**config.mk**
```make
export PLATFORM = sky130hd
export DESIGN_NAME = seb_vdiv
export DESIGN_NICKNAME = d
export VERILOG_FILES = /design/src/seb_pkg.sv /design/src/seb_vdiv.sv
export SDC_FILE = /design/constraint.sdc
export NUM_CORES = 2
export LEC_CHECK = 0
export BUFFER_PORTS_ARGS = -buffer_cell sky130_fd_sc_hd__buf_2
export CORE_MARGIN = 2
export CORE_UTILIZATION = 65
export CTS_BUF_LIST = sky130_fd_sc_hd__clkbuf_16
export CTS_CLUSTER_DIAMETER = 150
export DETAILED_ROUTE_END_ITERATION = 10
export PLACE_DENSITY_LB_ADDON = 0.08
export SYNTH_ARGS = -nofsm -noshare
export SYNTH_HDL_FRONTEND = slang
export SYNTH_SLANG_ARGS = --single-unit
```
**constraint.sdc**
```tcl
create_clock -name i_clk -period 10.8 [get_ports i_clk]
set_clock_uncertainty 0.2 [all_clocks]
set_input_delay 2.7 -clock i_clk [delete_from_list [all_inputs] [get_ports i_clk]]
set_output_delay 2.7 -clock i_clk [all_outputs]
set_load 0.01 [all_outputs]
```
**src/seb_pkg.sv**
```systemverilog
// ----------------------------------------------------------------------------
// seb_pkg
// Shared types, constants and the table builder for the soil beta block.
// ----------------------------------------------------------------------------
`default_nettype none

package seb_pkg;

    localparam int unsigned COS_TABLE_BITS_DEF = 10;

    localparam int unsigned LIQ_MUL     = 917;
    localparam int unsigned ICE_MUL     = 1000;
    localparam int unsigned WATER_DIV   = 917000;
    localparam int unsigned WATER_DIV_W = 20;
    localparam int unsigned S_W         = 43;
    localparam int unsigned NUM_W       = 63;
    localparam int unsigned T_W         = 44;
    localparam int unsigned DEN_W       = 48;
    localparam int unsigned F_W         = 16;
    localparam int unsigned ENTRY_W     = 31;

    localparam logic [16:0] ONE_Q16     = 17'd65536;
    localparam longint unsigned ONE_Q30 = 64'd1073741824;
    localparam longint unsigned PI_HALF_Q30 = 64'd1686629713;
    localparam logic [15:0] F_MIN       = 16'd655;

    typedef enum logic [1:0] {
        CLS_NONE,
        CLS_ONE,
        CLS_ZERO,
        CLS_SOIL
    } t_cls;

    typedef struct packed {
        logic [3:0]  land_type;
        logic        is_lake;
        logic [15:0] snow_fraction;
        logic [15:0] surface_water_fraction;
        logic [15:0] field_capacity;
        logic [31:0] liquid_mass;
        logic [31:0] ice_mass;
        logic [31:0] layer_thickness;
    } t_in_word;

    typedef struct packed {
        logic [16:0] beta;
        logic        beta_valid;
    } t_out_word;

    typedef struct packed {
        logic [15:0] fs;
        logic [15:0] fw;
        t_cls        cls;
    } t_side;

    // shift and subtract quotient, table build only
    function automatic longint unsigned udiv64(input longint unsigned n,
                                               input longint unsigned d);
        longint unsigned q;
        longint unsigned r;
        q = '0;
        r = '0;
        for (int b = 63; b >= 0; b--) begin
            r = {r[62:0], n[b]};
            q = {q[62:0], 1'b0};
            if (r >= d) begin
                r    = r - d;
                q[0] = 1'b1;
            end
        end
        return q;
    endfunction

    // sin^4 of entry i, q1.30, taylor sum through x^19/19!
    function automatic logic [ENTRY_W-1:0] sin4_entry(input longint unsigned i,
                                                      input int unsigned tbits);
        longint unsigned x;
        longint unsigned x2;
        longint unsigned term;
        longint unsigned s;
        longint unsigned s2;
        longint unsigned s4;
        longint unsigned dv;
        longint          acc;
        x    = (PI_HALF_Q30 * i) >> tbits;
        x2   = (x * x) >> 30;
        term = x;
        acc  = longint'(x);
        for (int k = 1; k <= 9; k++) begin
            dv   = longint'((2 * k) * (2 * k + 1));
            term = udiv64((term * x2) >> 30, dv);
            if ((k % 2) == 1) begin
                acc = acc - longint'(term);
            end else begin
                acc = acc + longint'(term);
            end
        end
        if (acc < 0) begin
            acc = 0;
        end
        s  = longint'(acc);
        s2 = (s * s) >> 30;
        s4 = (s2 * s2) >> 30;
        if (s4 > ONE_Q30) begin
            s4 = ONE_Q30;
        end
        return s4[ENTRY_W-1:0];
    endfunction

endpackage

`default_nettype wire

```
**src/seb_vdiv.sv**
```systemverilog
// ----------------------------------------------------------------------------
// seb_vdiv
// Pipelined restoring divider, one quotient bit per stage.
// ----------------------------------------------------------------------------
`default_nettype none

module seb_vdiv import seb_pkg::*; #(
    parameter int unsigned D_W  = DEN_W,
    parameter int unsigned Q_W  = F_W,
    parameter int unsigned SB_W = 8
) (
    input  wire logic            i_clk,
    input  wire logic            i_rst_n,
    input  wire logic            i_en,
    input  wire logic            i_valid,
    input  wire logic [D_W-1:0]  i_rem,
    input  wire logic [D_W-1:0]  i_den,
    input  wire logic [SB_W-1:0] i_sb,
    output logic                 o_valid,
    output logic [Q_W-1:0]       o_quo,
    output logic [SB_W-1:0]      o_sb
);

    localparam int unsigned R_W = D_W + 1;

    logic            r_valid [Q_W];
    logic [R_W-1:0]  r_rem   [Q_W];
    logic [D_W-1:0]  r_den   [Q_W];
    logic [Q_W-1:0]  r_quo   [Q_W];
    logic [SB_W-1:0] r_sb    [Q_W];

    for (genvar g = 0; g < Q_W; g++) begin : g_stage
        logic            in_valid;
        logic [R_W-1:0]  in_rem;
        logic [D_W-1:0]  in_den;
        logic [Q_W-1:0]  in_quo;
        logic [SB_W-1:0] in_sb;
        logic [R_W-1:0]  rem2;
        logic [R_W-1:0]  den_x;
        logic [R_W-1:0]  n_rem;
        logic [Q_W-1:0]  n_quo;

        if (g == 0) begin : g_first
            assign in_valid = i_valid;
            assign in_rem   = {1'b0, i_rem};
            assign in_den   = i_den;
            assign in_quo   = '0;
            assign in_sb    = i_sb;
        end else begin : g_next
            assign in_valid = r_valid[g-1];
            assign in_rem   = r_rem[g-1];
            assign in_den   = r_den[g-1];
            assign in_quo   = r_quo[g-1];
            assign in_sb    = r_sb[g-1];
        end

        assign rem2  = {in_rem[R_W-2:0], 1'b0};
        assign den_x = {1'b0, in_den};

        always_comb begin
            if (rem2 >= den_x) begin
                n_rem = rem2 - den_x;
                n_quo = {in_quo[Q_W-2:0], 1'b1};
            end else begin
                n_rem = rem2;
                n_quo = {in_quo[Q_W-2:0], 1'b0};
            end
        end

        always_ff @(posedge i_clk) begin
            if (!i_rst_n) begin
                r_valid[g] <= 1'b0;
            end else if (i_en) begin
                r_valid[g] <= in_valid;
            end
            if (i_en) begin
                r_rem[g] <= n_rem;
                r_den[g] <= in_den;
                r_quo[g] <= n_quo;
                r_sb[g]  <= in_sb;
            end
        end
    end

    assign o_valid = r_valid[Q_W-1];
    assign o_quo   = r_quo[Q_W-1];
    assign o_sb    = r_sb[Q_W-1];

endmodule

`default_nettype wire

```
* Word-level counts from Yosys, hierarchy flattened *
Memories as Yosys holds them, arrays and structs flattened.
Cells that the tools add are included.
W data, S select, Z words.

storage, ports and cells
  flip-flop bits (word level) = 0
  latch bits = 0
  bits in writable memories = 1,952
  memory bits (read-only) = 0
  input bits = 108
  output and inout bits = 25
  logic and storage cells = 106
  memories kept = 5

operators by class
  add/sub/neg operators = 16
  multipliers = 0
  div/mod/pow operators = 0
  order comparisons = 16
  equality and inequality tests = 0
  shift operators = 0
  mux-type cells = 53
  bitwise operators = 16
  reductions and logical operators = 0

memories
  name     words  width  rd ports  clocked after Yosys merged registers in  wr ports  RTL line        text
  r_rem    16     49     15        0                                        16        seb_vdiv.sv:27  logic [R_W-1:0] r_rem [Q_W];
  r_den    16     48     15        0                                        16        seb_vdiv.sv:28  logic [D_W-1:0] r_den [Q_W];
  r_quo    16     16     16        0                                        16        seb_vdiv.sv:29  logic [Q_W-1:0] r_quo [Q_W];
  r_sb     16     8      16        0                                        16        seb_vdiv.sv:30  logic [SB_W-1:0] r_sb [Q_W];
  r_valid  16     1      16        0                                        16        seb_vdiv.sv:26  logic r_valid [Q_W];

operators with widths
  kind              count
  $ge A49 B48 Y1    16
  $mux W49          16
  $sub A49 B48 Y49  16
  $mux W1           37
  $or A1 B1 Y1      16

* Depth between registers and ports, before layout *
  word-level depth = 4
  gate-level depth with buffers = 17
  depth with buffers taken out = 13

* Worst setup path after synthesis *
No wires, ideal clock.

  path type = input-to-reg
  start = in i_den[12]
  end = mem r_rem[0][18] in the netlist's numbering (data pin)
  setup time = 0.262 ns
  arrival = 5.495 ns
  required time = 10.338 ns
  path slack = 4.842 ns
  cell stages on the path = 13
  buffers on the path = 1
  path through = inv_1 -> ha_1 -> nand4_1 -> nor3_2 -> o311ai_2 -> a31oi_1 -> a2bb2oi_2 -> a211o_1 -> a41o_2 -> nor3_4 -> o31ai_4 -> buf_4 -> mux2_1

RTL lines
  what         RTL line        text
  from (decl)  seb_vdiv.sv:17  input wire logic [D_W-1:0] i_den,
  to (decl)    seb_vdiv.sv:27

==> run metrics <==
setup violators final=0; sequential fraction of the synthesis area=0.5043; post-synth cell types=102; placed cell area=0.1047 sq mm; # hold bufs at CTS=0; syn_area_per_cell=10.72 sq um; NumNets Final=10,460; Max Cap Viol=0; number of remaining DRC errors=0; worst-margin pin slew=1.198 ns; CP Cell Sequence=buf_2 > inv_1 > ha_1 > nand4_1 > nor3_2 > o311ai_2 > a31oi_1 > a2bb2oi_2 > a211o_1 > a41o_2 > nor3_4 > o31ai_4 > buf_12 > mux2_2; critical path arrival=7.00 ns; R2R Setup Slk=5.07 ns; PortBufs=132; Routed Antenna Nets=0; clk buf depth=3; vias per cell=6.080; top-area cell type share of the netlist area=0.5041; maximum vdd drop=0.1926 mV; Worst Hold Launch=r_sb[0][38]; Worst setup SP type=primary input; Initial Util=0.6548; first-pass GRT wire length=365.0 mm; Hold Path End=r_sb[0][46]; Yosys top cell by area=edfxtp_1; Synth area leaders=edfxtp_1 50%, ha_1 9.4%, a21oi_1 4.3%, inv_1 3.5%, a21o_1 3.4%; reg2reg path depth=13; RSZ-0062 raised after global routing=false; vias in the first global route=72,370; Core Rows=145; relative slew slack=0.1939; H-tree depth=4; via count=71,600; Tot Pwr=0.03310 W; Hold Crit Class=register to register; status=completed; post-synth net total=10,440; Yosys reg bits=1,720; Hold Path Stages=0; Num Clock Sinks=1,720; Final HPWL DP=174.1 mm; post-DR wirelength/cell=19.50 um; Final GP Congestion=1.000; final WL=229.6 mm; Die X-Extent=400.9 um; Synth-to-Final Area Change=8.055%; synth warn=0; delay of the slowest critical-path stage=0.57 ns; Peak Freq=151.0 MHz; synth cell count leaders=1,719 x edfxtp_1, 944 x inv_1, 883 x a21oi_1; share of layout cells above drive strength 1=0.07636; leak pwr=46.11 nW; Final Hold Viols=0; Die ar.=0.1607 sq mm; r2r startpoint=r_rem[0][296]; fin crit period=6.623 ns; IO Pins=133; Buf/Inv on CP=3; Die Span Y=400.9 um; post-cts repair resize count=0; crit path max fanout=70; Root Driver=clkbuf_16; Post-synth EDFFs=1,719; CP delay by family, top=compound AO/OA/AOI/OAI gates; filler cell count in the final layout=10,940; asr flop ratio synth=0; CP required=11.17 ns; TNS Setup=0 ns; DRT iter0 DRCs=5,060; Pre-antenna DRT Iters=6; postcts setup bufs=0; Num CTS Buffers=181; crit end category=register; Post-synth top flop=edfxtp_1; crit share post-route=0.6133; All-Layer GR Usage=0.2825; Cells after Synth=9,551; CTS tree=built; antenna violations before repair=4; FF-to-FF End=r_rem[0][363]; slowest stage cell, crit path=o31ai_4; GR Overflow Total=0; pwr dens=299.2 mW/mm^2; Worst-path clk slew=0.06 ns; largest net degree at the start of global routing=184; Clk Latency, worst-skew pair=0.82 ns; Mapped Area=0.1024 sq mm; post-route design area=0.1106 sq mm; Crit Path Category=primary input to register; top-count cell post-synth=edfxtp_1; core region area=0.1564 sq mm; Max Slew Vio Count=0
==> worst max-delay path by stage <==
stage                     cells after the start            to      start
after floorplan                              13  r_rem[0][18]  i_den[12]
after global placement                       14   r_rem[0][3]  i_den[12]
after detailed placement                     14   r_rem[0][4]  i_den[12]
after CTS                                    14  r_rem[0][10]  i_den[10]
after global routing                         14  r_rem[0][10]  i_den[10]
final                                        14   r_rem[0][4]  i_den[10]
==> layer usage <==
layer	track usage	vias up	routed length (um)
met2	0.5367	2305	121200
met5	0	-	0
met1	0.2851	33560	82310
li1	-	34970	-
met3	0.03414	765	8760
met4	0.1980	0	17360
==> area by class of cell <==
class	instances	area [sq um]	area share
flip-flops and latches	1720	51640	0.4667
multi-input cells	6548	45820	0.4142
clock buffers	185	4629	0.04184
inverters	944	3543	0.03203
well taps	2058	2575	0.02327
clock inverters	145	1344	0.01215
repair buffers	175	1086	0.009816
diodes	1	2.502	0.00002262
==> cell usage in the layout (no fill, tap or decap), types with 78 or more instances in the layout <==
cell and instances:
xnor2_1 388, nor3_1 92, xor2_1 260, clkbuf_16 185, ha_1 767, edfxtp_1 1719
buf_2 131, o21a_1 82, mux2_2 216, and3_1 78, nand3_1 154, inv_1 973
nand4_1 190, o21bai_1 96, a21o_1 464, o21ai_0 587, nand2b_1 99, nand2_1 687
nor2b_1 104, nor2_1 551, a21oi_1 880, a31oi_1 115
==> flip-flops by register name (all words and copies together), names as in the netlist <==
| register | flops |
|---|---|
| r_den | 720 |
| r_quo | 136 |
| r_rem | 720 |
| r_sb | 128 |
| r_valid | 16 |
==> where the power goes <==
part / switching (W) / leakage (nW) / total [W] / internal (W)
Combinational: 0.00932 / 26.2 / 0.0160 / 0.00672
Sequential: 0.000907 / 16.8 / 0.0109 / 0.00996
Clock: 0.00253 / 3.03 / 0.00620 / 0.00367
==> cells by family after synthesis <==
logic type,count (synthesis),synth area share
AO/OA/AOI/OAI,2689,0.1639
XOR/XNOR,648,0.05543
adder cells (fa/ha/maj),782,0.09665
buffers and inverters,1283,0.04921
flip-flops,1720,0.5043
multiplexers,279,0.03055
AND/OR/NAND/NOR,2150,0.09992
==> through the flow <==
stage / setup WS, ns / hold slack [ns] / std cells / utilization
final: 4.177 / 0.2133 / 11780 / 0.7075
after global routing: 4.110 / 0.2201 / 11780 / 0.7075
after CTS: 4.329 / 0.2165 / 11780 / 0.7075
after detailed placement: 3.435 / 0.2045 / 11450 / 0.6693
after global placement: 3.433 / 0.2003 / 11450 / 0.6693
after floorplan: 4.842 / 0.2003 / 9551 / -
Power figures use the tool's default switching activity.
